<file path="src/rtl/core/smpd_pkg.sv">
// Shared types and constants for the serial mouse packet decoder.
// No dependencies; imported by every module in rtl/core.
`timescale 1ns / 1ps

package smpd_pkg;

    // Field widths
    localparam int unsigned ByteW   = 8;
    localparam int unsigned ThrW    = 7;
    localparam int unsigned GainW   = 4;
    localparam int unsigned DeltaW  = 11;
    localparam int unsigned CfgDataW = 7;
    localparam int unsigned OutDataW = 24;

    // Register indexes of the configuration port
    typedef enum logic [0:0] {
        CFG_ACCEL_THRESHOLD = 1'b0,
        CFG_ACCEL_GAIN      = 1'b1
    } t_cfg_index;

    // Reset values of the configuration registers
    localparam logic [ThrW-1:0]  ThrReset  = 7'd5;
    localparam logic [GainW-1:0] GainReset = 4'd4;
    localparam logic [GainW-1:0] GainMax   = 4'd8;

    // Bit positions within a received byte
    localparam int unsigned StartBit = 6;
    localparam int unsigned LeftBit  = 5;
    localparam int unsigned RightBit = 4;

    // Raw fields of one completed packet
    typedef struct packed {
        logic [ByteW-1:0] dx_raw;
        logic [ByteW-1:0] dy_raw;
        logic             left_button;
        logic             right_button;
    } t_packet;

endpackage

</file>
<file path="src/rtl/core/smpd_assembler.sv">
// Byte assembler: tracks the byte count and holds bytes 0 and 1 of a packet.
// Depends on smpd_pkg.
`timescale 1ns / 1ps

module smpd_assembler
    import smpd_pkg::*;
(
    input  logic             i_clk,
    input  logic             i_rst_n,
    input  logic             i_accept,
    input  logic [ByteW-1:0] i_rx_byte,
    output logic             o_done,
    output t_packet          o_packet
);

    logic [1:0]       r_count;
    logic [1:0]       n_count;
    logic [1:0]       count_eff;
    logic [ByteW-1:0] r_held0;
    logic [ByteW-1:0] r_held1;

    // A byte carrying the start mark restarts the packet at byte 0.
    assign count_eff = i_rx_byte[StartBit] ? 2'd0 : r_count;
    assign o_done    = (count_eff == 2'd2);

    always_comb begin
        n_count = r_count;
        if (i_accept) begin
            n_count = o_done ? 2'd0 : count_eff + 2'd1;
        end
    end

    always_ff @(posedge i_clk) begin
        if (!i_rst_n) begin
            r_count <= 2'd0;
        end else begin
            r_count <= n_count;
        end
    end

    // Held bytes carry payload only and need no reset.
    always_ff @(posedge i_clk) begin
        if (i_accept && !o_done) begin
            if (count_eff[0]) begin
                r_held1 <= i_rx_byte;
            end else begin
                r_held0 <= i_rx_byte;
            end
        end
    end

    // Movement takes two high bits from byte 0 and six low bits from byte 1 or 2.
    assign o_packet.dx_raw       = {r_held0[1:0], r_held1[5:0]};
    assign o_packet.dy_raw       = {r_held0[3:2], i_rx_byte[5:0]};
    assign o_packet.left_button  = r_held0[LeftBit];
    assign o_packet.right_button = r_held0[RightBit];

endmodule

</file>
<file path="src/rtl/core/smpd_accel.sv">
// Acceleration for one axis: scales a movement whose magnitude exceeds the threshold.
// Depends on smpd_pkg.
`timescale 1ns / 1ps

module smpd_accel
    import smpd_pkg::*;
(
    input  logic [ByteW-1:0]  i_raw,
    input  logic [ThrW-1:0]   i_threshold,
    input  logic [GainW-1:0]  i_gain,
    output logic [DeltaW-1:0] o_delta
);

    logic signed [ByteW-1:0]  value;
    logic        [ByteW-1:0]  mag;
    logic        [GainW-1:0]  gain_lim;
    logic signed [11:0]       product;

    assign value = $signed(i_raw);
    // Magnitude of -128 is 128, which fits the unsigned byte.
    assign mag   = value[ByteW-1] ? (~i_raw + 8'd1) : i_raw;

    // Gains above eight are treated as eight.
    assign gain_lim = (i_gain > GainMax) ? GainMax : i_gain;
    assign product  = 12'(value) * $signed({8'd0, gain_lim});

    always_comb begin
        if (mag > {1'b0, i_threshold}) begin
            o_delta = product[DeltaW-1:0];
        end else begin
            o_delta = DeltaW'(value);
        end
    end

endmodule

</file>
<file path="src/rtl/core/serial_mouse_packet_decoder_unit.sv">
// Serial mouse packet decoder: top level with configuration and output register.
// Depends on smpd_pkg, smpd_assembler and smpd_accel.
//
// Usage:
//   The input channel (s_axis_*) carries one received serial byte per item.
//   A byte with bit 6 set starts a new packet. After the third byte of a
//   packet, one movement report appears on the output channel (m_axis_*).
//   Bytes 0 and 1 produce no output item.
//   The report is registered, valid in the cycle after the third byte is accepted.
//   Throughput: one byte per cycle unless a held report is not taken;
//   the decode and acceleration are short logic up to the single output register.
//   When the receiver stalls, the report holds in the output register and
//   s_axis_tready stays low until the report is taken; a new byte is accepted
//   in the same cycle in which the register is being emptied.
//   Reset (synchronous, active low) clears the byte count and the output
//   valid, and loads threshold 5 and gain 4.
//   i_cfg_we writes i_cfg_data to register i_cfg_index (0: acceleration threshold,
//   1: acceleration gain); the block relies on the user to write only while idle.
`timescale 1ns / 1ps

module serial_mouse_packet_decoder_unit
    import smpd_pkg::*;
(
    input  logic                i_clk,
    input  logic                i_rst_n,
    // Configuration write port
    input  logic                i_cfg_we,
    input  logic                i_cfg_index,
    input  logic [CfgDataW-1:0] i_cfg_data,
    // Input channel
    input  logic                s_axis_tvalid,
    output logic                s_axis_tready,
    input  logic [ByteW-1:0]    s_axis_tdata,   // [7:0] rx_byte
    // Output channel
    output logic                m_axis_tvalid,
    input  logic                m_axis_tready,
    output logic [OutDataW-1:0] m_axis_tdata    // [10:0] delta_x, [21:11] delta_y,
                                                // [22] left_button, [23] right_button
);

    logic [ThrW-1:0]     r_threshold;
    logic [GainW-1:0]    r_gain;
    logic                r_out_valid;
    logic [OutDataW-1:0] r_out_data;
    logic                accept;
    logic                done;
    t_packet             packet;
    logic [DeltaW-1:0]   delta_x;
    logic [DeltaW-1:0]   delta_y;
    logic                out_free;

    // Configuration registers.
    always_ff @(posedge i_clk) begin
        if (!i_rst_n) begin
            r_threshold <= ThrReset;
            r_gain      <= GainReset;
        end else if (i_cfg_we) begin
            case (t_cfg_index'(i_cfg_index))
                CFG_ACCEL_THRESHOLD: r_threshold <= i_cfg_data;
                CFG_ACCEL_GAIN:      r_gain      <= i_cfg_data[GainW-1:0];
                default:             r_threshold <= r_threshold;
            endcase
        end
    end

    // Accept a byte whenever the output register is empty or being taken.
    assign out_free      = !r_out_valid || m_axis_tready;
    assign s_axis_tready = out_free;
    assign accept        = s_axis_tvalid && s_axis_tready;

    smpd_assembler u_assembler (
        .i_clk     (i_clk),
        .i_rst_n   (i_rst_n),
        .i_accept  (accept),
        .i_rx_byte (s_axis_tdata),
        .o_done    (done),
        .o_packet  (packet)
    );

    smpd_accel u_accel_x (
        .i_raw       (packet.dx_raw),
        .i_threshold (r_threshold),
        .i_gain      (r_gain),
        .o_delta     (delta_x)
    );

    smpd_accel u_accel_y (
        .i_raw       (packet.dy_raw),
        .i_threshold (r_threshold),
        .i_gain      (r_gain),
        .o_delta     (delta_y)
    );

    // Output register: loaded when a packet completes, cleared when taken.
    always_ff @(posedge i_clk) begin
        if (!i_rst_n) begin
            r_out_valid <= 1'b0;
        end else if (accept && done) begin
            r_out_valid <= 1'b1;
        end else if (m_axis_tready) begin
            r_out_valid <= 1'b0;
        end
    end

    always_ff @(posedge i_clk) begin
        if (accept && done) begin
            r_out_data <= {packet.right_button, packet.left_button, delta_y, delta_x};
        end
    end

    assign m_axis_tvalid = r_out_valid;
    assign m_axis_tdata  = r_out_data;

endmodule
</file>
<file path="config.mk">
export PLATFORM = sky130hd
export DESIGN_NAME = serial_mouse_packet_decoder_unit
export DESIGN_NICKNAME = d
export VERILOG_FILES = /design/src/rtl/core/smpd_pkg.sv /design/src/rtl/core/smpd_assembler.sv /design/src/rtl/core/smpd_accel.sv /design/src/rtl/core/serial_mouse_packet_decoder_unit.sv
export SDC_FILE = /design/constraint.sdc
export NUM_CORES = 1
export LEC_CHECK = 0
export ABC_AREA = 1
export BUFFER_PORTS_ARGS = -buffer_cell sky130_fd_sc_hd__buf_2
export CORE_AREA = 8 8 103 105
export DETAILED_ROUTE_END_ITERATION = 10
export DIE_AREA = 0 0 111 113
export GPL_ROUTABILITY_DRIVEN = 0
export PLACE_DENSITY = 0.83
export SYNTH_ARGS = -nofsm -noshare
export SYNTH_HDL_FRONTEND = slang
export SYNTH_HIERARCHICAL = 1
export SYNTH_SLANG_ARGS = --single-unit
</file>
<file path="constraint.sdc">
create_clock -name i_clk -period 5.2 [get_ports i_clk]
set_input_delay 1.04 -clock i_clk [delete_from_list [all_inputs] [get_ports i_clk]]
set_output_delay 1.04 -clock i_clk [all_outputs]
set_load 0.005 [all_outputs]
</file>
==> flow_summary.yaml <==
floorplan:
  fp.dieW_um: 111
  rows: 35
  num_io_pins: 47
  dieArea_um2: 12540
  start_util_pct: 57.92
  core_um2: 8977
  die_y_um: 113
placed_design:
  place.detailed.hpwl_um: 9454
  dp_worst_setup_slack_ps: 949.3
  io_buffers: 45
drt:
  vias: 4358
  viasPerCell: 5.157
  drt_iter0_drc: 276
  first_pass_iters: 5
  routedWlPerCell_um: 13.67
  routed_wl_um: 11550
  drc: 0
  ant_nets: 0
timing:
  timing.slew.headroom_pct: 56.38
  worst_slew_pin_slew_ps: 653.6
  fmax_mhz: 241.4
  fin_crit_sh_pct: 79.67
  rsz0062_at_grt: "no"
  finalSetupTns_ps: 0
  setup_viol: 0
  hold_slack_ps: 448.6
  post-route-min-period_ps: 4143
  slew_viol_final: 0
  skew_ps: 11.23
  hold_violations: 0
  setup_ws_ps: 1057
cts:
  post_cts_buffers: 0
  clock_latency_ps: 310
  cts.repair.resized: 0
  h-tree-depth: 2
  clockBufferDepth: 2
  ctsHoldBuffers: 0
  cts_tree: "done"
  cts_buffers: 5
  clk_pin_slew_ps: 110
  clock-root-buffer: "clkbuf_8"
  cts_sinks: 50
synth:
  ys.flop_type: "edfxtp_1"
  ys_async_sr_fraction_pct: 0
  synth_area_leaders: "edfxtp_1 21%, ha_1 13%, nand2_1 12%"
  synth_cells: 694
  syn_nets: 797
  synth_area_leader_cell: "edfxtp_1"
  synth_top_family_by_area: "simple AND/OR/NAND/NOR gates"
  synth_common_cells: "165 x nand2_1, 149 x inv_1, 74 x nor2_1"
  yosys.cell_types.count: 37
  synthXorXnorAreaFrac_pct: 3.200
  synth_compound_area_share_pct: 5.053
  synth-seq-cells: 50
  synth_seq_area_share_pct: 26.18
  synth_edf_count: 36
  yosysWarnings: 6
  synth_simple_gate_area_share_pct: 27.77
  synth_mux_area_share_pct: 0
  synth.most_common_cell: "nand2_1"
  synth_area_per_cell_um2: 7.493
  netlist_area_um2: 5200
  synthAdderAreaFrac_pct: 23.77
  netlist.area_leader.share_pct: 20.79
global_route:
  overflow: 0
  grt_usage_pct: 18.53
  grt_pass1_vias: 4482
  antenna_found_initial: 0
  grt_pass1_wl_um: 19790
  grt_max_degree: 25
power_and_ir_drop:
  switching_share_pct: 39.27
  power_frac_comb_pct: 39.8
  seqPwrFrac_pct: 39.5
  vdd_drop_max_uv: 120.6
  switchingPower_uw: 469.7
  clockPowerShare_pct: 20.7
  power.density_nw_per_um2: 215.1
  p_int_uw: 726.5
  leakagePower_nw: 3.186
layout:
  drive_above_1_share_pct: 15.12
  diodes: 0
  nets: 836
  fillers: 757
  syn_to_final_growth_pct: 6.930
setup_path:
  crit_end: "m_axis_tdata[21]$_DFFE_PP_"
  critical_path_class: "reg -> reg"
  r2r-start: "r_gain[3]$_SDFFE_PN0P_"
  crit_fanout: 12
  end_kind: "register"
  critPathRequiredTime_ps: 5280
  reg2reg_to: "m_axis_tdata[21]$_DFFE_PP_"
  startpoint_type: "register"
  critPathLaunch: "r_gain[3]$_SDFFE_PN0P_"
  rr_worst_depth: 18
  critPathArrivalTime_ps: 4220
  r2r_slack_ps: 1060
worst_hold_path:
  whs_path_depth: 0
  hold_path_class: "reg -> reg"
status:
  outcome: "finished clean"
run:
  cap_violations: 0
## critical path, cell delays in order (launching register included)
cell and delay [ps]:
dfxtp_1 610, buf_4 280, inv_2 80, nand2_1 220, nor2_1 80, ha_1 330, fa_1 550, inv_1 60
fa_1 530, inv_1 40, ha_1 350, a21oi_1 210, nand2_1 120, nand3_1 80, nand2_1 80, nand3_1 90
nand2_1 60, nand2_1 80, nand2_1 60
## logic make-up (layout without fill, tap and decap cells)
group,count (synthesis),after routing
DFF,50,50
AOI/OAI and AO/OA,42,42
buffers and inverters,177,217
xor gates and xnor gates,19,19
adders and majority gates,82,82
and+or+nand+nor,324,324
## area by class of cell
cell class              instances  area, um2  share of cell area (%)
repair buffers                 47      240.2                   4.320
clock inverters                 3      28.78                  0.5176
well taps                     111      138.9                   2.498
clock buffers                   5      68.82                   1.238
multi-input cells             467       3114                   56.01
inverters                     162      608.1                   10.94
flip-flops and latches         50       1361                   24.48
## layer usage
metal	GRT usage (%)	wire length [um]	up-vias
met4	4.865	152	0
met3	3.545	569	18
met1	22.27	5141	2035
met2	33.03	5684	111
li1	-	-	2194
met5	0	0	-
## through the flow
step | instances | instance area (um2) | util, % | power, mW
after floorplan | 694 | 5200 | - | 0.8556
after global placement | 837 | 5463 | 60.85 | 0.9241
after detailed placement | 837 | 5463 | 60.85 | 0.9505
after CTS | 845 | 5560 | 61.94 | 1.199
after global routing | 845 | 5560 | 61.94 | 1.288
final | 845 | 5560 | 61.94 | 1.196
## sequential cells by signal, summed over array words and instances, names as in the netlist
register / flops
u_assembler/r_held1: 6
r_gain: 4
u_assembler/r_count: 2
u_assembler/r_held0: 6
r_threshold: 7
m_axis_tdata: 24
m_axis_tvalid: 1
## power groups by stage
stage          logic, mW  clock network [mW]  registers, mW
6_report           0.476               0.248          0.473
5_1_grt            0.544               0.269          0.474
4_1_cts            0.474               0.252          0.472
3_5_place_dp       0.469                   0          0.482
3_3_place_gp       0.444                   0          0.480
2_1_floorplan      0.383                   0          0.473
## how the worst min path moves through the flow
stage	start	end	slack (ps)
after global routing	u_assembler/r_held0[4]$_DFFE_PP_	m_axis_tdata[23]$_DFFE_PP_	470
final	u_assembler/r_held0[4]$_DFFE_PP_	m_axis_tdata[23]$_DFFE_PP_	450
after detailed placement	u_assembler/r_held0[4]$_DFFE_PP_	m_axis_tdata[23]$_DFFE_PP_	420
after CTS	u_assembler/r_held0[4]$_DFFE_PP_	m_axis_tdata[23]$_DFFE_PP_	460
after floorplan	u_assembler/r_held0[5]$_DFFE_PP_	m_axis_tdata[22]$_DFFE_PP_	400
after global placement	u_assembler/r_held0[4]$_DFFE_PP_	m_axis_tdata[23]$_DFFE_PP_	400
## placed cells by master (no fill, tap or decap), types with 2 or more instances in the layout
cell and n:
o211ai_2 2, inv_2 12, o21ai_0 11, nand2_4 3, nand3_2 5, nand2_2 17, nand2_1 165, buf_4 2
clkinv_4 2, nor2_1 74, nand3_1 39, o21ai_1 2, xor2_1 19, inv_1 149, nor2_4 2, clkbuf_8 5
fa_1 28, a21o_1 2, ha_1 54, a21oi_1 14, dfxtp_1 14, a21oi_2 2, nor2_2 8, nand4_1 6
o21bai_1 3, edfxtp_1 36, buf_2 45
No activity file was read; power rests on OpenSTA's default activity.
